## src/rtl/sbhit_pkg.sv

```systemverilog
// ----------------------------------------------------------------------------
// sbhit_pkg
// Shared widths, constants and types of the swept box hit test pipeline.
// ----------------------------------------------------------------------------
package sbhit_pkg;

	localparam int CW     = 24;            // coordinate width, signed Q16.8
	localparam int SW     = CW - 1;        // size width, unsigned
	localparam int TF     = 16;            // time fraction bits
	localparam int TW     = 24;            // reported time width, signed Q8.16
	localparam int NUM_W  = CW + 2;        // slab numerator, signed
	localparam int AW     = NUM_W - 1;     // numerator magnitude
	localparam int DW     = CW;            // divisor magnitude
	localparam int QW     = AW + TF + 1;   // dividend and quotient width
	localparam int TV_W   = QW + 3;        // signed time with room for infinity
	localparam int PW     = TW + CW;       // time times displacement
	localparam int RW     = PW - TF + 2;   // rounded offset, signed
	localparam int CS_W   = RW + 1;        // contact before saturation
	localparam int NT     = 4;             // near x, far x, near y, far y
	localparam int IN_W   = 240;
	localparam int OUT_W  = 80;

	localparam logic [2:0] NORM_NONE = 3'd0;
	localparam logic [2:0] NORM_POS_X = 3'd1;
	localparam logic [2:0] NORM_NEG_X = 3'd2;
	localparam logic [2:0] NORM_POS_Y = 3'd3;
	localparam logic [2:0] NORM_NEG_Y = 3'd4;

	typedef logic signed [CW-1:0] coord_t;
	typedef logic signed [TV_W-1:0] tval_t;
	typedef logic signed [TW-1:0] time_t;

	localparam tval_t T_INF  = {1'b0, {(TV_W-1){1'b1}}};
	localparam tval_t T_ONE  = tval_t'(longint'(1) << TF);
	localparam tval_t TH_MAX = tval_t'((longint'(1) << (TW - 1)) - 1);
	localparam tval_t TH_MIN = tval_t'(-(longint'(1) << (TW - 1)));
	localparam logic signed [CS_W-1:0] C_MAX = CS_W'((longint'(1) << (CW - 1)) - 1);
	localparam logic signed [CS_W-1:0] C_MIN = CS_W'(-(longint'(1) << (CW - 1)));

	typedef struct packed {
		logic neg;
		logic dzero;
		logic nzero;
	} tinfo_t;

	typedef struct packed {
		coord_t mx;
		coord_t my;
		coord_t dx;
		coord_t dy;
		tinfo_t [NT-1:0] ti;
	} side_t;

	typedef struct packed {
		logic hit;
		time_t th;
		coord_t mx;
		coord_t my;
		coord_t dx;
		coord_t dy;
		logic [2:0] normal;
	} sel_t;

	typedef struct packed {
		logic hit;
		time_t th;
		coord_t cx;
		coord_t cy;
		logic [2:0] normal;
	} res_t;

endpackage

```

## src/rtl/sbhit_prep.sv

```systemverilog
// ----------------------------------------------------------------------------
// sbhit_prep
// First stage: slab numerators, magnitudes and rounded dividends.
// ----------------------------------------------------------------------------
module sbhit_prep (
	input  logic                                   clk,
	input  logic                                   arst_n,
	input  logic                                   en,
	input  logic                                   in_valid,
	input  logic [sbhit_pkg::IN_W-1:0]             in_data,
	output logic                                   valid_s1,
	output sbhit_pkg::side_t                       side_s1,
	output logic [sbhit_pkg::NT-1:0][sbhit_pkg::QW-1:0] dvd_s1,
	output logic [1:0][sbhit_pkg::DW-1:0]          dvs_s1
);

	sbhit_pkg::coord_t mx, my, dx, dy, bx, by;
	logic [sbhit_pkg::SW-1:0] mw, mh, bw, bh;
	logic signed [sbhit_pkg::NUM_W-1:0] num [sbhit_pkg::NT];
	logic [sbhit_pkg::DW-1:0] ud [2];
	logic [sbhit_pkg::NT-1:0][sbhit_pkg::QW-1:0] dvd;
	sbhit_pkg::side_t side;

	assign mx = in_data[23:0];
	assign my = in_data[47:24];
	assign mw = in_data[70:48];
	assign mh = in_data[93:71];
	assign dx = in_data[117:94];
	assign dy = in_data[141:118];
	assign bx = in_data[165:142];
	assign by = in_data[189:166];
	assign bw = in_data[212:190];
	assign bh = in_data[235:213];

	always_comb begin
		logic [sbhit_pkg::AW-1:0] mag;
		logic dneg;
		num[0] = sbhit_pkg::NUM_W'(bx) - $signed(sbhit_pkg::NUM_W'(mw)) - sbhit_pkg::NUM_W'(mx);
		num[1] = sbhit_pkg::NUM_W'(bx) + $signed(sbhit_pkg::NUM_W'(bw)) - sbhit_pkg::NUM_W'(mx);
		num[2] = sbhit_pkg::NUM_W'(by) - $signed(sbhit_pkg::NUM_W'(mh)) - sbhit_pkg::NUM_W'(my);
		num[3] = sbhit_pkg::NUM_W'(by) + $signed(sbhit_pkg::NUM_W'(bh)) - sbhit_pkg::NUM_W'(my);
		ud[0] = dx[sbhit_pkg::CW-1] ? sbhit_pkg::DW'(-dx) : sbhit_pkg::DW'(dx);
		ud[1] = dy[sbhit_pkg::CW-1] ? sbhit_pkg::DW'(-dy) : sbhit_pkg::DW'(dy);
		side.mx = mx;
		side.my = my;
		side.dx = dx;
		side.dy = dy;
		for (int k = 0; k < sbhit_pkg::NT; k++) begin
			dneg = (k < 2) ? dx[sbhit_pkg::CW-1] : dy[sbhit_pkg::CW-1];
			mag = num[k][sbhit_pkg::NUM_W-1] ? sbhit_pkg::AW'(-num[k]) : sbhit_pkg::AW'(num[k]);
			// magnitude scaled to time, plus half the divisor for round to nearest
			dvd[k] = sbhit_pkg::QW'({mag, {sbhit_pkg::TF{1'b0}}}) +
				sbhit_pkg::QW'(ud[k / 2] >> 1);
			side.ti[k].neg   = num[k][sbhit_pkg::NUM_W-1] != dneg;
			side.ti[k].dzero = (ud[k / 2] == '0);
			side.ti[k].nzero = (num[k] == '0);
		end
	end

	always_ff @(posedge clk or negedge arst_n) begin
		if (!arst_n) begin
			valid_s1 <= 1'b0;
		end else if (en) begin
			valid_s1 <= in_valid;
		end
	end

	always_ff @(posedge clk) begin
		if (en) begin
			side_s1   <= side;
			dvd_s1    <= dvd;
			dvs_s1[0] <= ud[0];
			dvs_s1[1] <= ud[1];
		end
	end

endmodule

```

## config.mk

```make
export PLATFORM = sky130hd
export DESIGN_NAME = sbhit_prep
export DESIGN_NICKNAME = d
export VERILOG_FILES = /design/src/rtl/sbhit_pkg.sv /design/src/rtl/sbhit_prep.sv
export SDC_FILE = /design/constraint.sdc
export NUM_CORES = 1
export LEC_CHECK = 0
export BUFFER_PORTS_ARGS = -buffer_cell sky130_fd_sc_hd__buf_2
export CAP_MARGIN = 5
export CORE_ASPECT_RATIO = 2
export CORE_UTILIZATION = 25
export DETAILED_ROUTE_END_ITERATION = 10
export PLACE_DENSITY = 0.5
export SLEW_MARGIN = 20
export SYNTH_ARGS = -nofsm -noshare
export SYNTH_HDL_FRONTEND = slang
export SYNTH_SLANG_ARGS = --single-unit
```

## constraint.sdc

```tcl
create_clock -name clk -period 0.97 [get_ports clk]
set_input_delay 0.0485 -clock clk [delete_from_list [all_inputs] [get_ports clk]]
set_output_delay 0.0485 -clock clk [all_outputs]
set_load 0.02 [all_outputs]
```

==> impl_metrics.toml, run 1 <==
[run_status]
status = "finished with violations"
violations = "hold timing, setup timing"

[synth]
synth-simple-area-share_pct = 14.4
netlist_instances = 2459
synthAdderAreaFrac_pct = 15.7
synth_area_sq_um = 23500
muxShareOfSynthArea_pct = 0.442
yosysWarnings = 0
synth_seq_cells = 257
synth_flop_cell = "edfxtp_1"
synth_edf_count = 256
async_flop_share_pct = 0.389
synth_top_family_by_area = "compound AO/OA/AOI/OAI gates"
syn_nets = 2941
synth_xor_area_share_pct = 11.2
ys_seq_area_share_pct = 32.8
synth_compound_area_share_pct = 16.7
synth.distinct_cells = 109
synth_area_per_cell_sq_um = 9.55

[sta]
finalCriticalPeriod_ns = 4.40
rsz0062_at_grt = "true"
worst_pin_slew_ns = 0.626
period_share_pct = 454
whs_ns = -0.0271
setup_violations = 471
slew_headroom_pct = 57.8
max_freq_mhz = 227
finClkSkew_ns = 0
setup_ws_ns = -3.43
finalHoldViolations = 1
maxSlewViolCount = 0

[global_route]
grt_max_degree = 51
antenna_found_initial = 5
globalRouteOverflowTotal = 0
grt_pass1_vias = 26000
grt_usage_pct = 19.7
grt_pass1_wl_mm = 143

[clock_tree]
cts_tree = "built"
cts_root_buffer = "clkbuf_16"
clkSinkCount = 257
worstSkewPairLatency_ns = 0.63
clockBufferDepth = 3
cts_buffers = 29
clk_pin_slew_ns = 0.06
ctsHtreeMaxLevel = 1

[worst_setup_path]
endpoint_kind = "flop"
critPathMostFrequentCell = "fa_2"
critPathLaunchType = "input port"
cp.arrival_ns = 4.76
path_max_fanout = 5
crit_family = "compound AO/OA/AOI/OAI gates"
cp_num_buf_inv = 5
critPathKind = "input port to flop"
slowest_stage = "fa_2"
cp.required_ns = 1.33
crit_chain = "buf_8, inv_4, fa_2, inv_2, ha_4, or2_4, fa_2, a211o_4, buf_6, a211o_1, a21oi_4, buf_12, xor2_4, o2111ai_4, nor4_4, xnor2_1, o41ai_2, and3_4, nor4b_4, nand3_1, xor2_1"
slowest_delay_ns = 0.68

[placement]
dp_hpwl_mm = 79.1
portBuffers = 564
place_congestion = 0.882

[die]
die_w_um = 219
core_sq_um = 92900
io_pins = 569
rows = 158
die_y_um = 436
die-area_sq_um = 95300
start_util_pct = 25.3

[routing]
wl_per_cell_um = 18.1
vias = 24300
first_pass_iters = 5
drt-total-wl_mm = 96.3
drtIter0Drc = 591
drc = 0
ant_nets = 0
routed_via_density = 4.58

[finish]
drive_gt1_share_pct = 52.9
num-nets-final = 4562
syn_to_final_growth_pct = 75.7
post-route-util_pct = 44.4
fill_cells = 9023

[power_and_ir_drop]
pwr_density_cell_nw_per_um2 = 2180
p_total_uw = 89900
peakVddDrop_mv = 1.66
p_leak_uw = 0.0189

[job]
max_cap_violations = 0

[hold_path]
holdCritPathClass = "input port to flop"
[cells in the final DEF, fill, tap and decap left out, types with 39 or more instances in the layout]
cell type        n
o21ai_0         51
dlygate4sd3_1  102
nand2_1        105
edfxtp_1       256
xor2_1          71
buf_4          933
xnor2_1        154
buf_6          146
a21o_1          57
a21oi_2         42
buf_2          515
ha_1           101
nor3_1          39
inv_1          312
fa_1            83
nor2_1         109
xnor2_2         51
a21oi_1         79
[what timing repair did]
item / CTS / global route
resized for setup: 416 / 164
setup endpoints to repair: 467 / 472
hold endpoints to repair: 247 / 6
pin swaps: 219 / 153
buffers inserted: 80 / 60
hold buffers: 101 / 3
[logic make-up after synthesis]
| family | after synthesis |
|---|---|
| xor gates and xnor gates | 297 |
| DFF | 257 |
| AOI/OAI and AO/OA | 571 |
| muxes | 10 |
| buffers and inverters | 461 |
| and+or+nand+nor | 625 |
| adders and majority gates | 238 |
[per-layer routing]
| metal | routed length (um) | vias to the layer above | track usage, % |
|---|---|---|---|
| met5 | 33 | - | 0 |
| met3 | 5080 | 173 | 3.41 |
| met2 | 53200 | 609 | 38.9 |
| met4 | 5410 | 4 | 10.8 |
| met1 | 32600 | 11600 | 18.6 |
| li1 | - | 11900 | - |
[layout make-up]
class	instances	area, sq um	share of cell area (%)
Multi-Input combinational cell	1741	17200	41.6
Timing Repair Buffer	1720	12700	30.7
Antenna cell	3	7.51	0.0182
Tap cell	1200	1500	3.64
Clock inverter	21	178	0.430
Inverter	331	1290	3.13
Sequential cell	257	7710	18.7
Clock buffer	33	741	1.79
[where the power goes]
group          switching [uW]  internal, uW
Combinational           31100         30200
Clock                    5240          6040
Sequential               1310         16000
[flip-flops by register name (all words and copies together), names as in the netlist]
signal	cells
dvs_s1	32
dvd_s1	120
side_s1	104
valid_s1	1
[per-stage QoR]
stage | hold slack, ns | std cells | setup TNS, ns | instance area, sq um | worst slack [ns]
2_1_floorplan | -0.247 | 2459 | -369.53 | 25000 | -3.82
3_3_place_gp | -0.177 | 5031 | -443.32 | 35500 | -4.42
3_5_place_dp | -0.172 | 5031 | -444.76 | 35500 | -4.46
4_1_cts | -0.0778 | 5257 | -432.13 | 40100 | -3.30
5_1_grt | -0.0520 | 5306 | -450.32 | 41300 | -3.57
6_report | -0.0271 | 5306 | -417.42 | 41300 | -3.43
[cell usage after synthesis (14+ instances only)]
cell / instances / share of area (%)
a211oi_1: 25 / 0.80
a21o_1: 57 / 1.8
a21oi_1: 140 / 3.0
a31oi_1: 38 / 1.0
and2_1: 20 / 0.53
and3_1: 32 / 0.85
buf_4: 69 / 2.2
clkbuf_1: 37 / 0.59
edfxtp_1: 256 / 33
fa_1: 96 / 8.2
ha_1: 142 / 7.6
inv_1: 331 / 5.3
nand2_1: 131 / 2.1
nand2b_1: 22 / 0.59
nand3_1: 40 / 0.85
nand4_1: 25 / 0.67
nor2_1: 139 / 2.2
nor2b_1: 20 / 0.53
nor3_1: 55 / 1.2
nor4_1: 23 / 0.61
o211ai_1: 19 / 0.61
o21a_1: 25 / 0.80
o21ai_0: 81 / 1.7
o21bai_1: 25 / 0.80
o31ai_1: 26 / 0.83
o41ai_1: 14 / 0.52
or3_1: 25 / 0.67
xnor2_1: 212 / 7.9
xor2_1: 80 / 3.0
[final timing paths]
path	startpoint	endpoint	slack (ns)	cells after the start
worst min register to register	valid_s1$_DFFE_PN0P_	valid_s1$_DFFE_PN0P_	0.52	1
max in group asynchronous	arst_n	valid_s1$_DFFE_PN0P_	0.62	3
worst max register to register	valid_s1$_DFFE_PN0P_	valid_s1$_DFFE_PN0P_	0.22	1
min in group asynchronous	arst_n	valid_s1$_DFFE_PN0P_	0.25	3
worst min-delay path	in_data[116]	dvs_s1[22]$_DFFE_PP_	-0.03	3
worst max-delay path	in_data[166]	dvd_s1[124]$_DFFE_PP_	-3.43	21
Note: power is estimated with default switching activity, not from simulation.
==> run 2, diff against run 1 <==
--- a/config.mk
+++ b/config.mk
@@ -7,7 +7,7 @@
 export LEC_CHECK = 0
 export BUFFER_PORTS_ARGS = -buffer_cell sky130_fd_sc_hd__buf_2
 export CAP_MARGIN = 5
-export CORE_ASPECT_RATIO = 2
+export CORE_ASPECT_RATIO = 0.8
 export CORE_UTILIZATION = 25
 export DETAILED_ROUTE_END_ITERATION = 10
 export PLACE_DENSITY = 0.5
==> run 2 against run 1 <==
Against the previous run: the flow finishes with violations (setup timing); clock power rose by 25%; clock skew stayed put; sequential share of layout area decreased by 0.26 points; sequential power barely moved; total power up 3.8%; first-iteration DRC count up 110%; critical path type unchanged.
==> impl_metrics.toml, run 2 (same netlist as run 1, synthesis figures left out) <==
[run_status]
status = "finished with violations"
violations = "setup timing"

[placement]
place_congestion = 0.918
portBuffers = 564
dp_hpwl_mm = 73.8

[sta]
finClkSkew_ns = 0
slew_headroom_pct = 55.8
maxSlewViolCount = 0
rsz0062_at_grt = "true"
setup_ws_ns = -3.31
period_share_pct = 441
finalCriticalPeriod_ns = 4.28
setup_violations = 494
finalHoldViolations = 0
worst_pin_slew_ns = 0.659
max_freq_mhz = 234

[power_and_ir_drop]
p_sw_uw = 38600
intPower_uw = 54800
power_frac_comb_pct = 66.5
switching_share_pct = 41.3
peakVddDrop_mv = 1.30
p_leak_uw = 0.0192
p_clk_share_pct = 15.1
seqPwrFrac_pct = 18.4
p_total_uw = 93300
pwr_density_cell_nw_per_um2 = 2230

[clock_tree]
clockBufferDepth = 3
ctsHtreeMaxLevel = 2
cts_tree = "built"
clk_pin_slew_ns = 0.06
worstSkewPairLatency_ns = 0.56
cts_buffers = 35
clkSinkCount = 257
cts_root_buffer = "clkbuf_16"

[global_route]
grt_pass1_wl_mm = 138
globalRouteOverflowTotal = 0
grt_usage_pct = 18.7
grt_max_degree = 39
antenna_found_initial = 7
grt_pass1_vias = 23900

[routing]
vias = 24200
ant_nets = 0
drt-total-wl_mm = 92.5
first_pass_iters = 5
routed_via_density = 4.51
drtIter0Drc = 1241
drc = 0
wl_per_cell_um = 17.3

[worst_setup_path]
critPathMostFrequentCell = "buf_6"
critPathLaunchType = "input port"
ff2ff_path_depth = 1
cp.required_ns = 1.27
crit_chain = "buf_6, fa_1, inv_1, ha_2, or2_4, fa_2, a211o_4, a211o_1, a21oi_4, buf_12, xor2_4, o2111ai_4, buf_6, nor3_4, and3_4, buf_6, a21o_1, a21oi_4, nor4b_4, nand3_1, xor2_1"
slowest_delay_ns = 0.57
cp.arrival_ns = 4.58
path_max_fanout = 6
slowest_stage = "fa_1"
endpoint_kind = "flop"
critPathKind = "input port to flop"

[finish]
syn_to_final_growth_pct = 78.2
largest_register_ffs = 120
top_register = "dvd_s1"
final_cell_mix = "951 x buf_4, 541 x buf_2, 313 x inv_1"
fill_cells = 8986
top_regs = "dvd_s1 x120, side_s1 x104, dvs_s1 x32"
num-nets-final = 4578
drive_gt1_share_pct = 53.8
final_common_cell = "buf_4"
post-route-util_pct = 45.0

[die]
core_sq_um = 93100
die-area_sq_um = 95200
die_w_um = 345
rows = 100
io_pins = 569
die_y_um = 276
start_util_pct = 25.2

[hold_path]
whs_path_depth = 4
holdCritPathClass = "input port to flop"

[job]
max_cap_violations = 0
[run 2: path summary, 6_finish.rpt]
| kind | slack [ns] | end | startpoint |
|---|---|---|---|
| setup / recovery | -3.31 | dvd_s1[124]$_DFFE_PP_ | in_data[71] |
| hold / removal | 0.04 | dvd_s1[95]$_DFFE_PP_ | in_data[129] |
| setup reg to reg | 0.23 | valid_s1$_DFFE_PN0P_ | valid_s1$_DFFE_PN0P_ |
| hold reg to reg | 0.51 | valid_s1$_DFFE_PN0P_ | valid_s1$_DFFE_PN0P_ |
| max in group asynchronous | 0.57 | valid_s1$_DFFE_PN0P_ | arst_n |
| min in group asynchronous | 0.30 | valid_s1$_DFFE_PN0P_ | arst_n |
[run 2: through the flow]
stage	TNS (ns)	instance area [sq um]	std cells	setup slack, ns	hold WS (ns)
after floorplan	-369.53	25000	2459	-3.82	-0.247
after global routing	-428.11	41800	5350	-3.50	0.0292
after global placement	-431.09	35600	5058	-4.13	-0.177
after CTS	-417.52	40000	5288	-3.35	-0.00636
after detailed placement	-435.39	35600	5058	-4.23	-0.176
final	-392.49	41900	5353	-3.31	0.0388
[run 2: critical path, delay by kind of cell]
family,cells,cell delay (ns)
AOI/OAI and AO/OA,6,1.25
buffers and inverters,5,0.57
xor gates and xnor gates,2,0.33
adders and majority gates,3,1.09
and+or+nand+nor,5,1.26
[run 2: power by group through the flow]
| stage | Sequential, uW | Combinational [uW] | Clock [uW] |
|---|---|---|---|
| 3_3_place_gp | 17400 | 51700 | 0 |
| 4_1_cts | 17200 | 58300 | 14700 |
| 2_1_floorplan | 20200 | 25100 | 0 |
| 3_5_place_dp | 17300 | 51800 | 0 |
| 5_1_grt | 17400 | 66900 | 14900 |
| 6_report | 17200 | 62000 | 14100 |
[run 2: area by class of cell]
class | instances | area, sq um | area share, %
multi-input combinational | 1741 | 17500 | 41.8
timing repair buffer | 1730 | 12600 | 30.1
sequential | 257 | 7710 | 18.4
tap | 1224 | 1530 | 3.66
inverter | 331 | 1290 | 3.09
clock buffer | 37 | 883 | 2.11
clock inverter | 26 | 320 | 0.765
antenna | 7 | 17.5 | 0.0419
[run 2: repair_timing]
item,CTS,global route
buffers inserted,106,91
hold buffers,101,1
pin swaps,200,199
endpoints found under the hold margin,140,1
resized for setup,302,266
endpoints found under the setup margin,466,486
[run 2: routing by layer]
layer | global-route usage [%] | up-vias | part of all wire, %
li1 | - | 12000 | -
met1 | 27.1 | 11500 | 48
met2 | 29.0 | 550 | 45
met3 | 2.48 | 110 | 4.4
met4 | 4.76 | 0 | 2.3
met5 | 0 | - | 0
